<file path="src/rtl/core/mfc_pkg.sv">
package mfc_pkg;

	localparam int SENSOR_COUNT_DEF = 4;
	localparam int SENSOR_MAX       = 16;
	localparam int SLOT_COUNT       = 11;
	localparam int QUEUE_DEPTH      = 4;

	localparam int SENSOR_W = 2;
	localparam int SLOT_W   = 4;
	localparam int COEF_W   = 24;
	localparam int FIELD_W  = 24;
	localparam int AMP_W    = 16;

	// Q7.16 slope times Q3.12 current is Q.28; baseline term is Q.8 scaled by 2^20
	localparam int PROD_W     = COEF_W + AMP_W;
	localparam int DIFF_W     = FIELD_W + 1;
	localparam int FRAC_SHIFT = 20;
	localparam int ACC_W      = 48;

	// coefficient slots within one sensor's row
	localparam int SLOT_BASE_X = 0;
	localparam int SLOT_BASE_Y = 1;
	localparam int SLOT_BASE_Z = 2;
	localparam int SLOT_X_POS  = 3;
	localparam int SLOT_X_NEG  = 4;
	localparam int SLOT_Y_POS  = 5;
	localparam int SLOT_Y_NEG  = 6;
	localparam int SLOT_ZX_POS = 7;
	localparam int SLOT_ZX_NEG = 8;
	localparam int SLOT_ZY_POS = 9;
	localparam int SLOT_ZY_NEG = 10;

	typedef enum logic {
		ACT_LOAD   = 1'b0,
		ACT_SAMPLE = 1'b1
	} action_t;

	typedef struct packed {
		action_t                    action;
		logic [SENSOR_W-1:0]        sensor_index;
		logic [SLOT_W-1:0]          coef_slot;
		logic signed [COEF_W-1:0]   coef_value;
		logic signed [FIELD_W-1:0]  field_x;
		logic signed [FIELD_W-1:0]  field_y;
		logic signed [FIELD_W-1:0]  field_z;
		logic signed [AMP_W-1:0]    amps_x_pos;
		logic signed [AMP_W-1:0]    amps_x_neg;
		logic signed [AMP_W-1:0]    amps_y_pos;
		logic signed [AMP_W-1:0]    amps_y_neg;
	} req_t;

	typedef struct packed {
		logic [SENSOR_W-1:0]        out_sensor;
		logic signed [FIELD_W-1:0]  comp_x;
		logic signed [FIELD_W-1:0]  comp_y;
		logic signed [FIELD_W-1:0]  comp_z;
		logic                       clipped;
	} rsp_t;

	// classified queue entry
	typedef struct packed {
		logic sensor_ok;
		req_t item;
	} qent_t;

	typedef struct packed {
		logic full;
		logic empty;
	} qstat_t;

endpackage

</file>
<file path="src/rtl/core/mfc_queue.sv">
module mfc_queue #(
	parameter int DEPTH = mfc_pkg::QUEUE_DEPTH
) (
	input  logic            clk,
	input  logic            arst_n,
	input  logic            push,
	input  mfc_pkg::qent_t  push_ent,
	input  logic            pop,
	output mfc_pkg::qent_t  head,
	output mfc_pkg::qstat_t qstat
);

	localparam int PTR_W = (DEPTH > 1) ? $clog2(DEPTH) : 1;
	localparam int CNT_W = $clog2(DEPTH + 1);

	mfc_pkg::qent_t ents [DEPTH];
	logic [PTR_W-1:0] wr_ptr_q;
	logic [PTR_W-1:0] rd_ptr_q;
	logic [CNT_W-1:0] count_q;

	always_ff @(posedge clk) begin
		if (push) begin
			ents[wr_ptr_q] <= push_ent;
		end
	end

	always_ff @(posedge clk or negedge arst_n) begin
		if (!arst_n) begin
			wr_ptr_q <= '0;
			rd_ptr_q <= '0;
			count_q  <= '0;
		end else begin
			if (push) begin
				wr_ptr_q <= (wr_ptr_q == PTR_W'(DEPTH - 1)) ? '0 : wr_ptr_q + 1'b1;
			end
			if (pop) begin
				rd_ptr_q <= (rd_ptr_q == PTR_W'(DEPTH - 1)) ? '0 : rd_ptr_q + 1'b1;
			end
			if (push && !pop) begin
				count_q <= count_q + 1'b1;
			end else if (pop && !push) begin
				count_q <= count_q - 1'b1;
			end
		end
	end

	assign head        = ents[rd_ptr_q];
	assign qstat.full  = (count_q == CNT_W'(DEPTH));
	assign qstat.empty = (count_q == '0);

endmodule

</file>
<file path="config.mk">
export PLATFORM = sky130hd
export DESIGN_NAME = mfc_queue
export DESIGN_NICKNAME = d
export VERILOG_FILES = /design/src/rtl/core/mfc_pkg.sv /design/src/rtl/core/mfc_queue.sv
export SDC_FILE = /design/constraint.sdc
export NUM_CORES = 1
export LEC_CHECK = 0
export ABC_AREA = 1
export BUFFER_PORTS_ARGS = -buffer_cell sky130_fd_sc_hd__buf_2
export CORE_ASPECT_RATIO = 1.2
export CORE_MARGIN = 5
export CORE_UTILIZATION = 30
export CTS_CLUSTER_SIZE = 10
export DETAILED_ROUTE_END_ITERATION = 6
export HOLD_SLACK_MARGIN = 0.08
export SKIP_CTS_REPAIR_TIMING = 1
export SYNTH_ARGS = -nofsm -noshare
export SYNTH_HDL_FRONTEND = slang
export SYNTH_SLANG_ARGS = --single-unit
</file>
<file path="constraint.sdc">
create_clock -name clk -period 12.1 [get_ports clk]
set_input_delay 0.605 -clock clk [delete_from_list [all_inputs] [get_ports clk]]
set_output_delay 0.605 -clock clk [all_outputs]
set_load 0.01 [all_outputs]
</file>
# Word-level counts from Yosys, hierarchy flattened
# Memories as Yosys holds them, arrays and structs flattened.
# Index checks and enable logic that the tools add are counted.
[op_classes] reduce_logical=6 addsub=4 muxes=6 n_eq_ne=3
[ops] op="$mux W3" count=2
[ops] op="$add A2 B1 Y2 const B" count=2
[ops] op="$eq A2 B2 Y1 const B" count=2
[ops] op="$mux W2" count=2
[ops] op="$add A3 B1 Y3 const B" count=1
[ops] op="$eq A3 B3 Y1 const B" count=1
[ops] op="$logic_not A3 Y1" count=1
[ops] op="$sub A3 B1 Y3 const B" count=1
[ops] op="$logic_and A1 B1 Y1" count=2
[ops] op="$logic_not A1 Y1" count=2
[ops] op="$mux W1" count=2
[ops] op="$reduce_bool A2 Y1" count=1
[word_totals] regBits=7 inputBits=172 memories=1 ram_bits=672
[memory_table] name="ents" words=4 width=168 rd=1 rd_clocked_by_memory_dff=0 write_ports=1 line_no="mfc_queue.sv:16" rtl="mfc_pkg::qent_t ents [DEPTH];"

# Logic depth before layout (Yosys ltp)
# Gate-level depths: netlist of the first run.
[logic_depth] ltp_word=4 mapped_depth=9 depth_no_buf=9

# Worst setup path before layout of the first run
# Ideal clock, no wire load.
[synth_timing] path_kind="register -> register" start="register wr_ptr_q[0]" end="memory ents[2][0] (netlist name), enable pin" t_arrival_ns=3.888 path_buffers=0 setup_time_ns=0.520 path_stages_with_launch=5 slack_ns=7.691 path_cell_list="dfrtp_1 > inv_1 > ha_1 > nand2_1 > inv_1"
[synth_lines] item="start: declaration" line_no="mfc_queue.sv:17" rtl="logic [PTR_W-1:0] wr_ptr_q;"
[synth_lines] item="start signal: assignment" line_no="mfc_queue.sv:34" rtl="wr_ptr_q <= (wr_ptr_q == PTR_W'(DEPTH - 1)) ? '0 : wr_ptr_q + 1'b1;"
[synth_lines] item="end: declaration" line_no="mfc_queue.sv:16"
# No word-level cell before the write port.

==> reports/qor.yml, run 1 <==
outcome:
  status: "finished, final reports clean"
clocking:
  clk_path_buf_depth: 3
  cts_tree: "yes"
  htree_levels: 3
  cts_sinks: 679
  cts_root_buf: "clkbuf_16"
  cts_made_buffers: 80
  path_clk_slew_ps: 50
  insertion_delay_ps: 630
power:
  p_leak_nw: 12.6
  power.density_nw_per_um2: 235
  power.total_w: 0.00751
  irDropWorstVdd_mv: 0.190
place:
  dpl_cell_area_um2: 29600
  dp_cells: 3426
  port_buffers: 341
  dp_hpwl_mm: 35.8
  gp_congestion: 0.740
routing:
  vias: 15877
  drt_wl_total_mm: 60.9
  drc: 0
  initialDrtViolationCount: 860
  ant_nets: 0
  dr.pass1.iters: 5
  routedWlPerCell_um: 17.2
  via_per_inst: 4.49
cells_and_area:
  fill_cells: 8678
  stdcell_count: 3540
  layout-drive-gt1-share_pct: 19.4
  syn2layout_area_growth_pct: 16.8
  design_area_um2: 32000
  nNetsFinal: 2520
timing:
  setup_viol: 0
  hold_viol: 0
  hold_ws_ps: 191
  min_period_ps: 4800
  grt_setup_unrepaired: "false"
  setup-tns-final_ps: 0
  slew_violations: 0
  skew_ps: 17.0
  min_period_over_period_pct: 39.7
  fmax_mhz: 208
  tightest_slew_ps: 1070
  relSlewSlack_pct: 28.6
worst_hold_path:
  hold_path.class: "in -> reg"
synthesis:
  ys_seq_elements: 679
  yosys.cell_types.count: 20
  syn_nets: 2191
  synth_edf_count: 672
  avgSynthCellArea_um2: 13.6
  syn_inst: 2012
  synth_area_um2: 27400
  yosysSeqAreaShare_pct: 74.3
  synth-main-ff-cell: "edfxtp_1"
  yosys_warnings: 0
  async_reset_ff_share_pct: 1.03
die:
  initial_utilization_pct: 30.2
  floorplan.rows: 121
  dieArea_um2: 97500
  fp.dieW_um: 286
  io_pins: 342
  core_area_um2: 90700
  die_h_um: 341
global_routing:
  grt.total_usage_pct: 12.2
  globalRouteOverflowTotal: 0
  grt_max_degree: 260
  grt_pass1_vias: 15579
  antenna_found_initial: 16
  grt_pass1_wl_mm: 91.9
setup_path:
  cp_num_buf_inv: 4
  worst_ep_arrival_time_ps: 4200
  r2r_setup_slack_ps: 8820
  cp_slowest_stage_delay_ps: 880
  crit_path_cell_trace: "inv_16 > buf_4 > buf_4 > nand2_1 > o211ai_1 > nand2_1 > buf_2"
  critPathCaptureType: "output port"
  critical_path.top_delay_family: "buffers and inverters"
  cp-start-kind: "register"
  cp_max_fo: 259
  cp_slowest_cell: "buf_4"
  cp.required_ps: 11490
  path_class: "reg -> out"
job:
  cap_viol_max_count: 0
## metrics by stage
step	worst slack, ps	util [%]
CTS	7260	35.2
detailed placement	7970	32.7
global placement	8010	32.7
floorplan	7690	-
finish	7300	35.3
global route	6940	35.3
## Yosys cell counts, types with 2 or more instances
cell type  number  area, um^2
buf_2           7        35.0
buf_4          23         173
buf_6          77         867
clkbuf_1        4        15.0
dfrtp_1         7         175
edfxtp_1      672       20200
ha_1            6        75.1
inv_1         347        1300
inv_4           2        12.5
nand2_1       519        1950
nor2_1          2        7.51
nor3_1          2        10.0
o211ai_1      335        2510
o21ai_0         3        15.0
## power breakdown
group	switching (W)	internal, W
Sequential	0.000117	0.00302
Clock	0.000879	0.00127
Combinational	0.00154	0.000682
Total	0.00253	0.00497
## kinds of logic after synthesis
| kind of cell | count (synthesis) | synth area share [%] |
|---|---|---|
| xor gates and xnor gates | 1 | 0.0320 |
| AOI/OAI and AO/OA | 340 | 9.30 |
| and+or+nand+nor | 525 | 7.22 |
| adders and majority gates | 7 | 0.347 |
| DFF | 679 | 74.3 |
| buffers and inverters | 460 | 8.78 |
## layout by cell type (no fill, tap or decap), drive strengths merged
master       synthesis  layout
ha                   6       6
nand4                1       1
o21ai                4       4
o211ai             336     336
nand3                1       1
clkinv               0       8
dlygate4sd3          0       1
xnor2                1       1
buf                107     357
diode                0      11
bufinv               0       3
nor2                 2       2
nand2              519     519
fa                   1       1
nor3                 2       2
edfxtp             672     672
clkbuf               4      89
inv                349     351
dfrtp                7       7
## layer usage
layer | routed length [um] | share of wire [%] | track usage (%)
met1 | 24600 | 40 | 14.8
met2 | 30600 | 50 | 20.8
met3 | 3980 | 6.5 | 3.15
met4 | 1630 | 2.7 | 4.88
met5 | 64 | 0.11 | 0
## sequential cells by signal, summed over array words and instances (netlist names)
name	flops
rd_ptr_q	2
count_q	3
ents	672
wr_ptr_q	2
## final cells by class
cell class / instances / area [um^2] / share of cell area (%)
Inverter: 349 / 1360 / 4.26
Sequential cell: 679 / 20400 / 63.7
Antenna cell: 11 / 27.5 / 0.0861
Tap cell: 1168 / 1460 / 4.57
Clock inverter: 13 / 244 / 0.763
Timing Repair Buffer: 358 / 1840 / 5.74
Multi-Input combinational cell: 873 / 4630 / 14.5
Clock buffer: 89 / 2070 / 6.46
## worst paths after layout
kind | startpoint | end | depth (start not counted)
worst min-delay path | push_ent[24] | ents[3][24] | 1
worst max-delay path | rd_ptr_q[0] | head[93] | 7
max in group asynchronous | arst_n | rd_ptr_q[1] | 2
worst max register to register | wr_ptr_q[0] | ents[0][83] | 6
min in group asynchronous | arst_n | count_q[0] | 2
worst min register to register | count_q[2] | count_q[2] | 2
(Power assumes the default switching activity.)
==> inputs of run 2 (changes only) <==
- ABC_AREA: 1 -> 0
- clock period: 12.1 -> 3.9 ns (I/O delays scaled with it)
==> run 2 against run 1 <==
Against the previous run:
- largest cell class unchanged
- power grew to 3.0 times the previous value
- largest power group unchanged
- utilization is 3.6 points higher
- highest routed layer unchanged
- sequential cell count stayed put
- clock power grew to 3.0 times the previous value
- final area is 0.67% lower
==> reports/qor.yml, run 2 <==
cells_and_area:
  layout-drive-gt1-share_pct: 41.5
  nNetsFinal: 1674
  syn2layout_area_growth_pct: 29.0
  largest-register: "ents"
  final_cell_mix: "edfxtp_1, buf_2, dlygate4sd3_1, mux4_2, clkbuf_16"
  utilization_pct: 38.9
  final_common_cell: "edfxtp_1"
  reg.largest.list: "ents (672), count_q (3)"
  largest_register_ffs: 672
  fill_cells: 7305
global_routing:
  antenna_found_initial: 9
  grt_pass1_vias: 12318
  grt.total_usage_pct: 11.7
  globalRouteOverflowTotal: 0
  grt_pass1_wl_mm: 77.7
  grt_max_degree: 57
routing:
  drc: 0
  drt_wl_total_mm: 53.1
  wl_met1_mm: 21.5
  highest_layer: "met5"
  via_per_inst: 4.53
  vias: 11707
  dr.pass1.iters: 4
  met3_length_mm: 3.92
  routedWlPerCell_um: 20.5
  ant_nets: 0
  initialDrtViolationCount: 568
  wl_met2_mm: 26.2
synthesis:
  async_reset_ff_share_pct: 1.03
  synth_top_area_cell: "edfxtp_1"
  syn_nets: 1094
  ys_seq_elements: 679
  synth_area_um2: 24600
  post-synth-top-count-cell: "edfxtp_1"
  synth_edf_count: 672
  yosysSeqAreaShare_pct: 82.6
  yosys.cell_types.count: 19
  synth-main-ff-cell: "edfxtp_1"
  synth_area_leaders: "edfxtp_1, mux4_2, dfrtp_1"
  synthTopCellsByCount: "edfxtp_1, mux4_2, buf_2"
  syn_inst: 915
  synth_top_area_share_pct: 81.9
  yosys_warnings: 0
  avgSynthCellArea_um2: 26.9
timing:
  slew_violations: 0
  hold_viol: 0
  min_period_ps: 2850
  relSlewSlack_pct: 42.3
  tightest_slew_ps: 866
  grt_setup_unrepaired: "false"
  setup-tns-final_ps: 0
  skew_ps: 17.1
  setup_viol: 0
  min_period_over_period_pct: 73.0
  fmax_mhz: 351
setup_path:
  cp.required_ps: 3700
  worst_ep_arrival_time_ps: 2650
  cp_max_fo: 30
  critPathCaptureType: "output port"
  path_class: "reg -> out"
  cp-start-kind: "register"
place:
  dp_hpwl_mm: 32.0
  gp_congestion: 0.710
  port_buffers: 341
outcome:
  status: "finished, final reports clean"
clocking:
  cts_root_buf: "clkbuf_16"
  cts_tree: "yes"
  clk_path_buf_depth: 3
  htree_levels: 3
  cts_sinks: 679
  cts_made_buffers: 79
  insertion_delay_ps: 600
  path_clk_slew_ps: 60
job:
  cap_viol_max_count: 0
die:
  core_area_um2: 81700
  die_h_um: 324
  io_pins: 342
  fp.dieW_um: 272
  floorplan.rows: 115
  initial_utilization_pct: 30.1
  dieArea_um2: 88000
worst_hold_path:
  hold_path.class: "in -> reg"
power:
  p_leak_nw: 10.8
  irDropWorstVdd_mv: 0.489
  power.density_nw_per_um2: 712
run 2: cell count changes after synthesis, sizes merged, moves of 2 or more:
cell | before | now
and2 | 0 | 4
buf | 107 | 33
inv | 349 | 4
mux2 | 0 | 3
mux4 | 0 | 168
nand2 | 519 | 2
o211ai | 336 | 0
o21ai | 4 | 2
xor2 | 0 | 2
run 2: cell families after synthesis:
family | synth area share [%]
AO/OA/AOI/OAI | 0.0406
flip-flops | 82.6
adder cells (fa/ha/maj) | 0.386
multiplexers | 15.5
buffers and inverters | 1.12
XOR/XNOR | 0.107
AND/OR/NAND/NOR | 0.229
run 2: path summary, 6_finish.rpt:
kind	slack (ps)	start	end	cells past startpoint
worst min-delay path	330	push_ent[148]	ents[1][148]	2
min in group asynchronous	600	arst_n	count_q[2]	3
worst max register to register	1690	wr_ptr_q[1]	ents[1][108]	4
max in group asynchronous	2990	arst_n	rd_ptr_q[0]	3
worst max-delay path	1050	rd_ptr_q[0]	head[156]	3
worst min register to register	500	count_q[2]	count_q[2]	1
run 2: cell type report:
class                   count  area [um^2]  share of cell area (%)
flip-flops and latches    679        20400                    64.1
clock buffers              98         2080                    6.55
well taps                1053         1320                    4.15
repair buffers            537         3800                    11.9
multi-input cells         194         4020                    12.6
clock inverters            10          164                   0.516
inverters                   4         15.0                  0.0473
diodes                      9         22.5                  0.0709
run 2: metrics by stage:
| stage | total power (W) | setup slack (ps) | hold WS [ps] | area [um^2] | cells |
|---|---|---|---|---|---|
| after floorplan | 0.0138 | 775 | -101 | 24600 | 915 |
| after global placement | 0.0162 | 1580 | 58.9 | 27800 | 2295 |
| after detailed placement | 0.0163 | 1560 | 58.7 | 27800 | 2295 |
| after CTS | 0.0230 | 867 | -632 | 30000 | 2403 |
| after global routing | 0.0238 | 823 | 296 | 31800 | 2580 |
| final | 0.0226 | 1050 | 332 | 31800 | 2584 |
run 2: per-layer routing:
layer,GRT usage (%),vias to the layer above
met3,4.56,88
met5,0,-
met4,3.95,4
met2,19.3,356
li1,-,5134
met1,14.2,6125
run 2: where the power goes:
group	internal (W)	leakage, nW	switching [W]
Combinational	0.00295	3.42	0.00332
Clock	0.00386	1.09	0.00270
Sequential	0.00935	6.25	0.000453
run 2: worst max-delay path, stage by stage, from the launching register on:
cell     delay [ps]
dfrtp_4         860
buf_4           450
mux4_2          560
buf_2           160
==> inputs of run 3 (changes only) <==
- clock period: 3.9 -> 2.7 ns (I/O delays scaled with it)
==> run 3 against run 2 <==
Against the previous run:
- critical path type unchanged
- sequential power increased by 42%
- worst hold slack got worse by 40 ps
- highest routed layer unchanged
- final area up 0.37%
- wire length decreased by 0.12%
- critical endpoint is now head[107]
- register-to-register slack got worse by 850 ps
==> reports/qor.yml, run 3 (synthesis gave the netlist of run 2 again) <==
worst_hold_path:
  worstHoldEndpoint: "ents[3][149]"
  hp-start: "push_ent[149]"
  hold_path_depth: 2
  hold_path.class: "in -> reg"
cells_and_area:
  final_cell_mix: "edfxtp_1, buf_2, dlygate4sd3_1, mux4_2, clkbuf_16"
  largest_register_ffs: 672
  reg.largest.list: "ents (672), count_q (3)"
  nNetsFinal: 1696
  final_common_cell: "edfxtp_1"
  multiInputGateArea_um2: 4020
  syn2layout_area_growth_pct: 29.4
  fill_cells: 7289
  largest-register: "ents"
  layout-drive-gt1-share_pct: 42.3
  register_area_um2: 20400
setup_path:
  worst_ep_arrival_time_ps: 2380
  path_class: "reg -> out"
  cp_num_buf_inv: 3
  r2r-start: "wr_ptr_q[0]"
  cpMostUsedCell: "buf_12"
  cp_slowest_cell: "dfrtp_4"
  cp-start-kind: "register"
  critical_path.top_delay_family: "buffers and inverters"
  cp.required_ps: 2570
  cp_slowest_stage_delay_ps: 590
  crit_path_cell_trace: "buf_12 > buf_12 > mux4_2 > buf_2"
  r2r_setup_slack_ps: 840
  r2r-end: "ents[0][144]"
  cp_max_fo: 21
  critPathLaunch: "rd_ptr_q[0]"
  cp.depth: 4
  worstRegToRegCells: 4
  critPathCaptureType: "output port"
routing:
  ant_nets: 0
  vias: 11801
  drt_wl_total_mm: 53.0
  drc: 0
  highest_layer: "met5"
  dr.pass1.iters: 4
  wl_met1_mm: 21.8
  routedWlPerCell_um: 20.4
  wl_met2_mm: 26.4
  initialDrtViolationCount: 698
  via_per_inst: 4.54
  met3_length_mm: 3.72
die:
  fp.dieW_um: 272
  floorplan.rows: 115
  die_h_um: 324
  initial_utilization_pct: 30.1
  dieArea_um2: 88000
  core_area_um2: 81700
  io_pins: 342
timing:
  skew_ps: 19.1
  layout_setup_ws_ps: 186
  slew_violations: 0
  fmax_mhz: 398
  grt_setup_unrepaired: "false"
  min_period_over_period_pct: 93.1
  relSlewSlack_pct: 51.4
  setup-tns-final_ps: 0
  setup_viol: 0
  hold_viol: 0
  tightest_slew_ps: 729
  min_period_ps: 2510
place:
  post-place-ws_ps: 727
  port_buffers: 341
  gp_congestion: 0.728
  dp_hpwl_mm: 33.0
global_routing:
  globalRouteOverflowTotal: 0
  grt.total_usage_pct: 11.7
  grt_pass1_vias: 12341
  grt_pass1_wl_mm: 77.7
  antenna_found_initial: 3
  grt_max_degree: 89
clocking:
  cts_sinks: 679
  path_clk_slew_ps: 50
  cts_tree: "yes"
  cts_made_buffers: 79
  cts_root_buf: "clkbuf_16"
  htree_levels: 3
  clk_path_buf_depth: 3
  insertion_delay_ps: 590
job:
  cap_viol_max_count: 0
outcome:
  status: "finished, final reports clean"
power:
  p_leak_nw: 10.9
  irDropWorstVdd_mv: 0.567
  power.density_nw_per_um2: 1020
==> run 3: stage by stage <==
| step | util (%) | hold WS, ps | std cells | total power (W) | area (um^2) |
|---|---|---|---|---|---|
| after CTS | 36.9 | -688 | 2423 | 0.0331 | 30200 |
| after detailed placement | 34.2 | -14.1 | 2317 | 0.0238 | 28000 |
| after global placement | 34.2 | -20.0 | 2317 | 0.0237 | 28000 |
| after global routing | 39.0 | 253 | 2596 | 0.0343 | 31900 |
| after floorplan | - | -161 | 915 | 0.0198 | 24600 |
| final | 39.0 | 292 | 2598 | 0.0326 | 31900 |
==> run 3: worst max path at each step <==
stage | to | slack (ps)
3_3_place_gp | head[112] | 740
5_1_grt | head[112] | 10
3_5_place_dp | head[107] | 730
2_1_floorplan | ents[2][0] | 450
4_1_cts | head[107] | 50
6_report | head[107] | 190
==> run 3: per-layer routing <==
layer  vias up  GRT usage (%)
li1       5161              -
met1      6196           14.3
met2       361           19.4
met3        81           4.50
met4         2           3.43
met5         -              0
==> run 3: area by class of cell <==
class	count	share of cell area, %
repair buffers	559	12.6
multi-input cells	194	12.6
clock buffers	98	6.59
well taps	1053	4.13
flip-flops and latches	679	63.9
clock inverters	8	0.200
inverters	4	0.0471
diodes	3	0.0235
==> run 3: where the power goes <==
part | total, W | internal, W | switching [W] | leakage, nW
logic | 0.00952 | 0.00446 | 0.00506 | 3.55
registers | 0.0139 | 0.0135 | 0.000429 | 6.25
clock network | 0.00914 | 0.00540 | 0.00375 | 1.06
total | 0.0326 | 0.0234 | 0.00923 | 10.9
==> run 3: worst register-to-register path: stages, from the launching register on <==
cell and delay [ps]:
dfrtp_1 410, inv_1 120, ha_1 150, and2_4 380, buf_12 390
